===== config.mk =====
export PLATFORM = sky130hd
export DESIGN_NAME = barrel_bit_transform_unit
export DESIGN_NICKNAME = d
export VERILOG_FILES = /design/src/bbtu_pkg.sv /design/src/bbtu_funnel.sv /design/src/bbtu_core.sv /design/src/barrel_bit_transform_unit.sv
export SDC_FILE = /design/constraint.sdc
export NUM_CORES = 1
export LEC_CHECK = 0
export BUFFER_PORTS_ARGS = -buffer_cell sky130_fd_sc_hd__buf_2
export CORE_MARGIN = 5
export CORE_UTILIZATION = 35
export DETAILED_ROUTE_END_ITERATION = 8
export MAX_ROUTING_LAYER = met4
export PLACE_DENSITY_LB_ADDON = 0.3
export SETUP_SLACK_MARGIN = 0.15
export SLEW_MARGIN = 10
export SYNTH_ARGS = -nofsm -noshare
export SYNTH_HDL_FRONTEND = slang
export SYNTH_SLANG_ARGS = --single-unit

===== constraint.sdc =====
create_clock -name clk -period 5.09 [get_ports clk]
set_input_delay 0.509 -clock clk [delete_from_list [all_inputs] [get_ports clk]]
set_output_delay 0.509 -clock clk [all_outputs]
set_load 0.03 [all_outputs]

===== src/bbtu_pkg.sv =====
// shared types, constants and the bit-reverse function of the barrel bit transform unit
// no dependencies
package bbtu_pkg;

	localparam int unsigned WordW      = 32;
	localparam int unsigned OpW        = 4;
	localparam int unsigned PosW       = 5;
	localparam int unsigned ModeW      = 2;
	localparam int unsigned CountW     = 5;
	localparam int unsigned PresetW    = ModeW + CountW;
	localparam int unsigned NumPresets = 8;
	localparam int unsigned PresetSelW = $clog2(NumPresets);
	localparam int unsigned CfgIdxW    = 4;
	localparam int unsigned FlagW      = 6;
	// data_in, test_mask, bit_pos, padded to whole bytes
	localparam int unsigned InPackW    = 2 * WordW + PosW;
	localparam int unsigned InDataW    = ((InPackW + 7) / 8) * 8;
	localparam int unsigned OutDataW   = WordW;
	localparam int unsigned InUserW    = ((OpW + 7) / 8) * 8;
	localparam int unsigned OutUserW   = ((FlagW + 7) / 8) * 8;

	typedef enum logic [ModeW-1:0] {
		MODE_ROTATE,
		MODE_SHL,
		MODE_SHR,
		MODE_SAR
	} shift_mode_t;

	localparam logic [OpW-1:0] OP_INVERT   = 4'd8;
	localparam logic [OpW-1:0] OP_BIT_TEST = 4'd9;
	localparam logic [OpW-1:0] OP_REVERSE  = 4'd13;
	localparam logic [OpW-1:0] OP_SET      = 4'd14;
	localparam logic [OpW-1:0] OP_CLEAR    = 4'd15;

	typedef logic [PresetW-1:0] preset_t;
	typedef preset_t [NumPresets-1:0] preset_bank_t;

	typedef struct packed {
		logic [OpW-1:0]   op_select;
		logic [WordW-1:0] data_in;
		logic [WordW-1:0] test_mask;
		logic [PosW-1:0]  bit_pos;
	} in_item_t;

	typedef struct packed {
		logic [WordW-1:0] result;
		logic             bit_flag;
		logic             bit_clear_flag;
		logic             masked_zero;
		logic             masked_nonzero;
		logic             zero_flag;
		logic             nonzero_flag;
	} out_item_t;

	function automatic logic [WordW-1:0] reverse_bits(input logic [WordW-1:0] w);
		logic [WordW-1:0] r;
		r = w;
		r = ((r & 32'haaaaaaaa) >> 1) | ((r & 32'h55555555) << 1);
		r = ((r & 32'hcccccccc) >> 2) | ((r & 32'h33333333) << 2);
		r = ((r & 32'hf0f0f0f0) >> 4) | ((r & 32'h0f0f0f0f) << 4);
		r = ((r & 32'hff00ff00) >> 8) | ((r & 32'h00ff00ff) << 8);
		r = {r[15:0], r[31:16]};
		return r;
	endfunction

endpackage


===== src/bbtu_funnel.sv =====
// funnel shifter that carries out one shift preset (rotate, shl, shr, sar)
// depends on bbtu_pkg
module bbtu_funnel (
	input  logic [bbtu_pkg::WordW-1:0] word,
	input  bbtu_pkg::preset_t          preset,
	output logic [bbtu_pkg::WordW-1:0] shifted
);

	bbtu_pkg::shift_mode_t                mode;
	logic [bbtu_pkg::CountW-1:0]          count;
	logic [bbtu_pkg::WordW-1:0]           upper;
	logic [bbtu_pkg::WordW-1:0]           lower;
	logic [2*bbtu_pkg::WordW-1:0]         pair;

	assign mode  = bbtu_pkg::shift_mode_t'(preset[bbtu_pkg::PresetW-1:bbtu_pkg::CountW]);
	assign count = preset[bbtu_pkg::CountW-1:0];

	// right shifts by 32-s are the upper half of a left shift by s
	always_comb begin
		case (mode)
			bbtu_pkg::MODE_ROTATE: begin
				upper = word;
				lower = word;
			end
			bbtu_pkg::MODE_SHL: begin
				upper = word;
				lower = '0;
			end
			bbtu_pkg::MODE_SHR: begin
				upper = '0;
				lower = word;
			end
			bbtu_pkg::MODE_SAR: begin
				upper = {bbtu_pkg::WordW{word[bbtu_pkg::WordW-1]}};
				lower = word;
			end
			default: begin
				upper = word;
				lower = word;
			end
		endcase
	end

	assign pair    = {upper, lower} << count;
	assign shifted = pair[2*bbtu_pkg::WordW-1:bbtu_pkg::WordW];

endmodule


===== src/bbtu_core.sv =====
// operation decode, result selection and flag generation for one item
// depends on bbtu_pkg and bbtu_funnel
module bbtu_core (
	input  bbtu_pkg::in_item_t     item,
	input  bbtu_pkg::preset_bank_t presets,
	output bbtu_pkg::out_item_t    res
);

	logic [bbtu_pkg::WordW-1:0] shifted;
	logic [bbtu_pkg::WordW-1:0] bit_sel;
	logic [bbtu_pkg::WordW-1:0] word;

	bbtu_funnel u_funnel (
		.word    (item.data_in),
		.preset  (presets[item.op_select[bbtu_pkg::PresetSelW-1:0]]),
		.shifted (shifted)
	);

	assign bit_sel = {{(bbtu_pkg::WordW-1){1'b0}}, 1'b1} << item.bit_pos;

	always_comb begin
		if (!item.op_select[bbtu_pkg::OpW-1]) begin
			word = shifted;
		end else begin
			case (item.op_select)
				bbtu_pkg::OP_INVERT:   word = ~item.data_in;
				bbtu_pkg::OP_BIT_TEST: word = item.data_in;
				bbtu_pkg::OP_REVERSE:  word = bbtu_pkg::reverse_bits(item.data_in);
				bbtu_pkg::OP_SET:      word = item.data_in | bit_sel;
				bbtu_pkg::OP_CLEAR:    word = item.data_in & ~bit_sel;
				default:               word = item.data_in;
			endcase
		end
	end

	always_comb begin
		res.result         = word;
		res.bit_flag       = word[item.bit_pos];
		res.bit_clear_flag = ~word[item.bit_pos];
		res.masked_zero    = ~|(word & item.test_mask);
		res.masked_nonzero = |(word & item.test_mask);
		res.zero_flag      = ~|word;
		res.nonzero_flag   = |word;
	end

endmodule


===== src/barrel_bit_transform_unit.sv =====
// Barrel bit transform unit: 32-bit preset shifts, invert, reverse, bit set/clear
// and result flags for each transfer on the input stream.
//
// Channels:
//   s_axis: one operation per transfer; tuser carries op_select, tdata carries
//           data_in, test_mask and bit_pos.
//   m_axis: one result per input transfer, in order; tdata carries the result
//           word, tuser the six flags.
//   cfg:    writes one of the eight shift presets (index 0..7); writes to other
//           indexes are dropped. cfg_ready is always high. Presets should only
//           change while no transfer is in flight.
// The input register takes the item when the transfer is accepted; the result
// register takes the computed result from it when the result stage advances.
// Throughput is one transfer per cycle while the receiver does not stall; the funnel
// shifter and flag logic sit in one stage between the two registers. When the
// receiver stalls, the result register holds; the input register takes one more
// transfer only if empty, and s_axis_tready stays low while both registers are full.
// Reset clears both stage valid bits and all presets to zero (rotate by 0).
// depends on bbtu_pkg, bbtu_core
module barrel_bit_transform_unit (
	input  logic                             clk,
	input  logic                             arst_n,
	input  logic                             s_axis_tvalid,
	output logic                             s_axis_tready,
	// [31:0] data_in, [63:32] test_mask, [68:64] bit_pos, rest zero
	input  logic [bbtu_pkg::InDataW-1:0]     s_axis_tdata,
	// [3:0] op_select, rest zero
	input  logic [bbtu_pkg::InUserW-1:0]     s_axis_tuser,
	output logic                             m_axis_tvalid,
	input  logic                             m_axis_tready,
	// [31:0] result
	output logic [bbtu_pkg::OutDataW-1:0]    m_axis_tdata,
	// [0] bit_flag, [1] bit_clear_flag, [2] masked_zero, [3] masked_nonzero,
	// [4] zero_flag, [5] nonzero_flag, rest zero
	output logic [bbtu_pkg::OutUserW-1:0]    m_axis_tuser,
	input  logic                             cfg_valid,
	output logic                             cfg_ready,
	input  logic [bbtu_pkg::CfgIdxW-1:0]     cfg_index,
	input  logic [bbtu_pkg::PresetW-1:0]     cfg_data
);

	bbtu_pkg::preset_bank_t presets_q;
	bbtu_pkg::in_item_t     item_s1;
	bbtu_pkg::in_item_t     item_in;
	bbtu_pkg::out_item_t    res_comb;
	bbtu_pkg::out_item_t    res_s2;
	logic                   valid_s1;
	logic                   valid_s2;
	logic                   adv_s1;

	assign cfg_ready = 1'b1;

	always_ff @(posedge clk or negedge arst_n) begin
		if (!arst_n) begin
			presets_q <= '0;
		end else if (cfg_valid && cfg_ready
			&& (cfg_index < bbtu_pkg::CfgIdxW'(bbtu_pkg::NumPresets))) begin
			presets_q[cfg_index[bbtu_pkg::PresetSelW-1:0]] <= cfg_data;
		end
	end

	assign item_in.op_select = s_axis_tuser[bbtu_pkg::OpW-1:0];
	assign item_in.data_in   = s_axis_tdata[bbtu_pkg::WordW-1:0];
	assign item_in.test_mask = s_axis_tdata[2*bbtu_pkg::WordW-1:bbtu_pkg::WordW];
	assign item_in.bit_pos   = s_axis_tdata[bbtu_pkg::InPackW-1:2*bbtu_pkg::WordW];

	// result stage moves when empty or drained this cycle
	assign adv_s1        = !valid_s2 || m_axis_tready;
	assign s_axis_tready = !valid_s1 || adv_s1;

	always_ff @(posedge clk or negedge arst_n) begin
		if (!arst_n) begin
			valid_s1 <= 1'b0;
			valid_s2 <= 1'b0;
		end else begin
			if (s_axis_tready) begin
				valid_s1 <= s_axis_tvalid;
			end
			if (adv_s1) begin
				valid_s2 <= valid_s1;
			end
		end
	end

	always_ff @(posedge clk) begin
		if (s_axis_tready && s_axis_tvalid) begin
			item_s1 <= item_in;
		end
		if (adv_s1 && valid_s1) begin
			res_s2 <= res_comb;
		end
	end

	bbtu_core u_core (
		.item    (item_s1),
		.presets (presets_q),
		.res     (res_comb)
	);

	assign m_axis_tvalid = valid_s2;
	assign m_axis_tdata  = res_s2.result;
	assign m_axis_tuser  = {{(bbtu_pkg::OutUserW-bbtu_pkg::FlagW){1'b0}},
		res_s2.nonzero_flag, res_s2.zero_flag, res_s2.masked_nonzero,
		res_s2.masked_zero, res_s2.bit_clear_flag, res_s2.bit_flag};

endmodule


==> results of run 1 <==
==> path summary, 6_finish.rpt <==
path / from / end / slack, ns / cells past startpoint
setup / recovery: item_s1[71] / m_axis_tuser[3] / 0.25 / 15
min in group clk: s_axis_tdata[4] / item_s1[41] / 0.22 / 1
hold / removal: arst_n / presets_q[53] / 0.20 / 2
hold reg to reg: valid_s1 / m_axis_tvalid / 0.50 / 1
setup reg to reg: item_s1[71] / m_axis_tuser[3] / 0.25 / 15
max in group asynchronous: arst_n / presets_q[9] / 4.41 / 2
==> cells by family (layout without fill, tap and decap cells) <==
logic type | Yosys count | in the layout
compound gates | 425 | 425
mux | 202 | 202
simple gates | 348 | 348
flops | 169 | 169
buf+inv | 154 | 310
other cells | 2 | 4
xor+xnor | 14 | 14
==> through the flow <==
step	cell area [sq um]	power [mW]	hold WS [ns]	setup slack (ns)
2_1_floorplan	12740	3.659	0.2134	0.8144
3_3_place_gp	14270	4.869	0.4589	-0.007624
3_5_place_dp	14270	4.874	0.4797	0.009472
4_1_cts	14880	6.185	0.1993	0.1289
5_1_grt	15130	6.580	0.2036	0.1246
6_report	15140	6.345	0.2011	0.2507
==> cell type report <==
type	instances	area share, %
repair buffers	259	11.42
diodes	1	0.01653
well taps	461	3.811
clock inverters	12	0.6531
flip-flops and latches	169	31.61
clock buffers	20	3.100
multi-input cells	992	48.92
inverters	19	0.4712
==> cell usage after synthesis (all sizes together) (9+ instances only) <==
library cell,number
o21ai,92
a21oi,54
and3,12
inv,19
a211oi,13
a32oi,9
clkbuf,85
nand2,119
mux2,75
nor3,31
nand2b,11
mux4,21
buf,50
edfxtp,111
nor4,9
a221oi,24
a31oi,22
o221ai,9
o31ai,25
o22ai,9
a222oi,16
a22o,26
dfrtp,58
a22oi,32
o211ai,15
a221o,15
nand4,11
mux2i,106
nand3,46
nor2,70
==> power by group <==
| group | leakage (nW) | internal (mW) | switching, mW |
|---|---|---|---|
| sequential | 1.77 | 1.70 | 0.165 |
| combinational | 3.81 | 1.21 | 1.99 |
| clock | 0.284 | 0.682 | 0.600 |
==> registers in the layout, summed over array words and instances, names as in the netlist <==
signal,cells
item_s1,73
presets_q,56
m_axis_tdata,32
m_axis_tuser,6
m_axis_tvalid,1
valid_s1,1
==> metal layers <==
layer,wire (um),up-vias
li1,-,5465
met1,23360,6154
met2,24430,791
met3,5071,144
met4,3047,0
met5,0,-
==> worst max-delay path, cell delays in order, from the launching register on <==
cell,delay (ns)
edfxtp_1,0.40
buf_12,0.20
nand2b_1,0.13
or2_2,0.33
o211ai_1,0.13
buf_4,0.17
buf_12,0.19
mux2_2,0.42
o211a_1,0.22
a21oi_1,0.36
a2bb2oi_1,0.21
nand3_1,0.15
a222oi_1,0.44
nand3_1,0.24
or4_1,0.62
or3_1,0.32
==> repair_timing <==
item                                    CTS  global route
pin swaps                                 1             3
buffers inserted                          5            12
resized for setup                         1            32
endpoints found under the setup margin    3             6
hold buffers                              0             0
gates cloned                              0             1
==> run metrics, run 1 <==
die area 40300 sq um; Clock Latency Late Sink 0.45 ns; type of origin of the critical path flop; WL/cell 28.92 um; CTS tree done; post-synthesis xor/xnor area fraction 0.9628%; multi-input logic area 7405 sq um; DIE WIDTH 200.8 um; clk slew on worst S/H paths 0.07 ns; CTS root buf clkbuf_16; max_slew headroom 28.62%; CP Capture Type flop; routing usage on met3 5.137%; Lkg Pwr 5.869 nW; initial antenna violation count 0; Post-Route WL 55.90 mm; GRT Resource Usage Total 27.46%; GPL Wtd Cong 1.014; Core ar. 35740 sq um; Final setup viols 0; compound-gate portion of the synthesized area 24.08%; I/O pin count 139; outcome completed; FP Rows 69; EDFF count, synth 111; P&R area growth vs syn 18.84%; nets 1554; GR Overflow Total 0; share of Yosys cell area claimed by the top area cell type 26.17%; met1 usage 36.84%; Syn Inst Count 1314; first-pass GRT wire length 81.42 mm; CP required 5.28 ns; most frequent cells in the layout 128 x buf_2, 121 x buf_4, 117 x nand2_1, 111 x edfxtp_1, 90 x mux2i_1; drt pass-1 iters 6; placed cells 1882; Routed Antenna Nets 0; H-tree depth 4; GRT met2 Usage 40.13%; Netlist cell types 79; Synth area leader edfxtp_1; synthesized flop and latch total 169; worst slew pin tran 1.071 ns; largest net degree at the start of global routing 74; multiplexer share of the synthesized area 18.82%; Synth Area in Simple Gates 12.96%; fill count 3508; setup TNS 0 ns; Post-Synth Adder-Cell Area 0%; clk sink count 169; fmax 0.2066 GHz; initial drt markers 1643; Synth Cell Area 12740 sq um; post-synthesis async set-or-reset flop share 34.32%; PortBufs 128; critical path arrival 5.03 ns; busiest metal layer after global routing met2; routed vias 12554; YS warnings 0; Inserted Clock Buffers 17; die height 200.8 um; fin crit period 4.839 ns; largest cells by area after synthesis edfxtp_1 26%, dfrtp_1 11%, mux2i_1 8.0%; worst vdd ir 0.0003393 V; register area share after synthesis 37.57%; fin crit share 95.07%; Clock Tree Buf Depth 2; post-DP HPWL 41.90 mm; Hold/Removal Path Class input pin to async pin; register area 4785 sq um; Crit Path Category flop to flop; # DRC 0; Finished Layout Cells 1933; Final Skew 0.01496 ns; most common cell after layout, fill and taps aside buf_2; share of layout cells above drive strength 1 29.37%; final slew viol count 0; PD cells 419.2 nW/um^2; Main synth FF type edfxtp_1; Hold Vio Cnt, Final 0; Starting Density 35.63%; vias in the first global route 11953; combinational family with the most area after synthesis compound AO/OA/AOI/OAI gates; max-cap violations 0; Final Util 42.35%; drt via density 6.495; crit path max fanout 27; RSZ-0062 raised after global routing false; synthesized area per cell 9.693 sq um
(Power assumes the default switching activity.)
==> run 2, diff against run 1 <==
--- a/config.mk
+++ b/config.mk
@@ -6,8 +6,10 @@
 export NUM_CORES = 1
 export LEC_CHECK = 0
 export BUFFER_PORTS_ARGS = -buffer_cell sky130_fd_sc_hd__buf_2
+export CORE_ASPECT_RATIO = 1.5
 export CORE_MARGIN = 5
 export CORE_UTILIZATION = 35
+export CTS_BUF_LIST = sky130_fd_sc_hd__clkbuf_16
 export DETAILED_ROUTE_END_ITERATION = 8
 export MAX_ROUTING_LAYER = met4
 export PLACE_DENSITY_LB_ADDON = 0.3
@@ -15,4 +17,5 @@
 export SLEW_MARGIN = 10
 export SYNTH_ARGS = -nofsm -noshare
 export SYNTH_HDL_FRONTEND = slang
+export SYNTH_HIERARCHICAL = 1
 export SYNTH_SLANG_ARGS = --single-unit
==> run 2 against run 1 <==
Via count decreased by 18%. Power decreased by 5.4%. Critical path depth increased by 1. Combinational power decreased by 10%. Clock power about the same. Critical path type unchanged. Highest routed layer unchanged.
==> run metrics, run 2 <==
RSZ-0062 raised after global routing false; nets 1305; die height 235.3 um; share of Yosys cell area claimed by the top area cell type 28.15%; first-pass GRT wire length 64.10 mm; Synth area leader edfxtp_1; outcome completed; Core ar. 33450 sq um; routed vias 10286; total power 6.001 mW; WL/cell 26.28 um; max-cap violations 0; initial antenna violation count 1; Buf+Inv Stages, Crit Path 3; drt pass-1 iters 8; CP max stage delay 0.50 ns; crit-path cells buf_12 -> mux4_2 -> mux2_4 -> buf_12 -> buf_4 -> mux2i_1 -> mux4_2 -> nand2_1 -> a32oi_1 -> o21ai_0 -> o22ai_1 -> a31oi_1 -> nor4_1 -> nand3_1 -> or4_1 -> or3_1; share of layout cells above drive strength 1 32.57%; final slew viol count 0; Starting Density 35.40%; critical path arrival 5.01 ns; CTS root buf clkbuf_16; # DRC 0; Clock Latency Late Sink 0.46 ns; FP Rows 82; crit path max fanout 21; worst vdd ir 0.0002127 V; register area 4785 sq um; initial drt markers 1220; worst slew pin tran 1.033 ns; setup TNS 0 ns; Hold/Removal Path Class input pin to async pin; YS warnings 6; max reg flops 73; Largest Register item_s1; Lkg Pwr 5.207 nW; Crit Path Category flop to flop; vias in the first global route 10078; Final setup viols 0; # hold bufs at CTS 0; Post-Route WL 43.21 mm; post-synthesis async set-or-reset flop share 34.32%; multi-input logic area 6549 sq um; most common cell after layout, fill and taps aside buf_2; post-DP HPWL 31.64 mm; synthesized flop and latch total 169; Clock Tree Buf Depth 2; fin crit period 4.799 ns; Main synth FF type edfxtp_1; slowest CP cell mux4_2; largest net degree at the start of global routing 74; Final Skew 0.01422 ns; GPL Wtd Cong 0.9904; fmax 0.2084 GHz; drt via density 6.257; CP Capture Type flop; type of origin of the critical path flop; DIE WIDTH 160.2 um; delay-heaviest family, CP multiplexers; PD cells 436.7 nW/um^2; max_slew headroom 31.12%; PortBufs 128; Hold Vio Cnt, Final 0; Netlist cell types 98; CTS tree done; EDFF count, synth 111; clk sink count 169; fill count 3217; clk slew on worst S/H paths 0.07 ns; I/O pin count 139; largest cells by area after synthesis edfxtp_1 28%, dfrtp_1 12%, mux4_2 8.0%; Post-synth top cells 111 x edfxtp_1, 85 x nand2_1, 81 x mux2_2, 58 x dfrtp_1, 57 x mux2i_1; GR Overflow Total 0; fin crit share 94.29%; most frequent cells in the layout 128 x buf_2, 111 x edfxtp_1, 84 x nand2_1, 77 x mux2_2, 66 x buf_4; die area 37680 sq um; P&R area growth vs syn 16.06%; Routed Antenna Nets 0; Syn Inst Count 1080; Synth Cell Area 11840 sq um; GRT Resource Usage Total 23.04%; CP required 5.30 ns; register area share after synthesis 40.41%; most common cell in the netlist edfxtp_1; Inserted Clock Buffers 17; synthesized area per cell 10.96 sq um; H-tree depth 4
==> run 2: worst paths after layout <==
| kind | start | endpoint | slack [ns] | depth (start not counted) |
|---|---|---|---|---|
| worst max-delay path | item_s1[69] | m_axis_tuser[5] | 0.29 | 16 |
| worst min-delay path | arst_n | presets_q[51] | 0.20 | 2 |
| worst max register to register | item_s1[69] | m_axis_tuser[5] | 0.29 | 16 |
| worst min register to register | valid_s1 | m_axis_tvalid | 0.49 | 1 |
| max in group asynchronous | arst_n | presets_q[39] | 4.41 | 2 |
| min in group clk | s_axis_tdata[32] | item_s1[5] | 0.22 | 1 |
==> run 2: cells by family after synthesis <==
logic type	count (synthesis)	synth area share (%)
and+or+nand+nor	299	13.52
AOI/OAI and AO/OA	311	19.11
xor gates and xnor gates	5	0.3699
muxes	186	21.66
DFF	169	40.41
other	2	0.06344
buffers and inverters	108	4.872
==> run 2: cell type report <==
| cell class | instances | share of cell area, % |
|---|---|---|
| diodes | 2 | 0.03642 |
| clock buffers | 17 | 3.096 |
| clock inverters | 15 | 1.074 |
| inverters | 17 | 0.4917 |
| multi-input cells | 805 | 47.66 |
| flip-flops and latches | 169 | 34.82 |
| well taps | 420 | 3.824 |
| repair buffers | 199 | 8.997 |
==> run 2: stage by stage <==
stage | setup WS (ns) | instances | util [%] | area, sq um | hold WS [ns]
finish | 0.2909 | 1644 | 41.08 | 13740 | 0.1990
global route | 0.1639 | 1643 | 41.07 | 13740 | 0.2011
CTS | 0.1720 | 1635 | 40.66 | 13600 | 0.1939
detailed placement | 0.1976 | 1603 | 38.94 | 13030 | 0.4749
global placement | 0.1934 | 1603 | 38.94 | 13030 | 0.4774
floorplan | 0.1557 | 1081 | - | 11860 | 0.2134
==> run 2: power breakdown <==
part           switching (mW)  leakage, nW  total [mW]  internal, mW
logic                    1.73         3.15        2.88          1.15
clock network           0.637        0.285        1.29         0.653
registers               0.131         1.77        1.83          1.70
total                    2.49         5.21        6.00          3.51
==> run 2: per-layer routing <==
metal / up-vias / part of all wire (%) / global-route usage, %
met2: 538 / 49 / 37.08
met4: 0 / 7.1 / 14.32
met1: 5094 / 38 / 27.25
met3: 122 / 6.4 / 3.170
met5: - / 0 / -
li1: 4532 / - / -
==> run 2: repair_timing <==
action	in CTS	in global routing
buffers inserted	0	6
resized for setup	0	16
endpoints found under the setup margin	0	5
endpoints found under the hold margin	0	0
==> run 3, diff against run 2 <==
--- a/config.mk
+++ b/config.mk
@@ -17,5 +17,4 @@
 export SLEW_MARGIN = 10
 export SYNTH_ARGS = -nofsm -noshare
 export SYNTH_HDL_FRONTEND = slang
-export SYNTH_HIERARCHICAL = 1
 export SYNTH_SLANG_ARGS = --single-unit
==> run 3 against run 2 <==
Register-to-register slack lost 0.04 ns. Critical endpoint is now m_axis_tuser[3]. Critical path type unchanged. Cell count increased by 23%. Global-route usage up 6.5 points. Sequential share of layout area fell by 4.5 points.
==> run metrics, run 3 (same netlist as run 1, synthesis figures left out) <==
Clock Tree Buf Depth 2; P&R area growth vs syn 23.97%; Largest Register item_s1; DIE WIDTH 165.8 um; Post-Route M1 WL 20.97 mm; nets 1624; CP Capture Type flop; post-DP HPWL 46.31 mm; CTS root buf clkbuf_16; Met3 Wirelength 4.353 mm; PortBufs 128; clk slew on worst S/H paths 0.08 ns; worst vdd ir 0.0002909 V; Buf+Inv Stages, Crit Path 3; routed vias 12888; CP required 5.31 ns; Inserted Clock Buffers 17; fin crit share 94.98%; clk sink count 169; setup TNS 0 ns; Crit Path Category flop to flop; Clock Latency Late Sink 0.48 ns; type of origin of the critical path flop; most used cell, CP buf_12; WL met2 28.89 mm; crit path max fanout 30; Post-Route WL 60.51 mm; final slew viol count 0; Final Skew 0.01423 ns; die height 243.6 um; die area 40380 sq um; most frequent cells in the layout 188 x buf_4, 128 x buf_2, 118 x nand2_1, 111 x edfxtp_1, 92 x mux2i_1; Final Util 43.92%; # diodes 0; drt via density 6.383; R2R Path Start item_s1[70]; Worst setup startpoint item_s1[70]; # DRC 0; Routed Antenna Nets 0; H-tree depth 4; fmax 0.2068 GHz; CTS tree done; worst slew pin tran 0.9893 ns; share of layout cells above drive strength 1 32.45%; Core ar. 35950 sq um; WL/cell 29.97 um; GR Overflow Total 0; initial drt markers 1496; max-cap violations 0; max reg flops 73; Max Used Layer met4; initial antenna violation count 0; FP Rows 85; outcome completed; most common cell after layout, fill and taps aside buf_4; critical path arrival 5.06 ns; I/O pin count 139; crit-path cells buf_12 -> mux2_1 -> mux4_2 -> buf_12 -> mux2i_4 -> mux2i_1 -> a221oi_2 -> a211oi_1 -> a311oi_1 -> nand2_1 -> buf_4 -> a22o_1 -> a221o_1 -> or4_1 -> or3_1; Final setup viols 0; Hold/Removal Path Class input pin to async pin; max_slew headroom 34.05%; fill count 3557; GRT Resource Usage Total 29.50%; Hold Vio Cnt, Final 0; drt pass-1 iters 9; delay-heaviest family, CP multiplexers; largest net degree at the start of global routing 59; RSZ-0062 raised after global routing false; slowest CP cell or4_1; vias in the first global route 12538; CP max stage delay 0.52 ns; first-pass GRT wire length 86.11 mm; GPL Wtd Cong 1.061; Lkg Pwr 6.245 nW; fin crit period 4.834 ns; # hold bufs at CTS 0; PD cells 429.9 nW/um^2; Starting Density 35.43%
run 3: per-stage QoR:
step	cells	total power [mW]	worst slack, ns	area [sq um]	hold slack [ns]
floorplan	1315	3.659	0.8144	12740	0.2134
global placement	1973	5.162	0.1114	14870	0.4744
detailed placement	1973	5.169	0.1289	14870	0.4721
CTS	2007	6.614	0.1686	15540	0.1856
global route	2019	7.028	0.1362	15790	0.1974
finish	2019	6.788	0.2556	15790	0.1728
run 3: final cells by class:
class	count	area [sq um]	share of cell area (%)
clock inverter	15	220.2	1.395
inverter	19	71.32	0.4517
sequential	169	4785	30.30
multi-input combinational	993	7402	46.88
tap	478	598.1	3.788
clock buffer	17	425.4	2.694
timing repair buffer	328	2287	14.49
run 3: worst paths after layout:
check / end / slack, ns / depth (start not counted)
max: m_axis_tuser[3] / 0.26 / 15
min: presets_q[31] / 0.17 / 2
max reg2reg: m_axis_tuser[3] / 0.26 / 15
min reg2reg: m_axis_tvalid / 0.50 / 1
max in group asynchronous: presets_q[50] / 4.43 / 2
min in group clk: item_s1[50] / 0.20 / 1
run 3: power by group:
group | internal (mW) | total [mW] | switching, mW
sequential | 1.70 | 1.86 | 0.160
combinational | 1.38 | 3.49 | 2.11
clock | 0.765 | 1.44 | 0.672
run 3: what timing repair did:
item                                    in CTS  in global routing
gates cloned                                 0                  2
resized for setup                            0                 33
endpoints found under the setup margin       2                  3
pin swaps                                    0                  8
buffers inserted                             2                 10
run 3: routing by layer:
layer / vias up / global-route usage, %
li1: 5590 / -
met1: 6204 / 31.11
met2: 798 / 48.58
met3: 296 / 4.962
met4: 0 / 23.89
met5: - / -
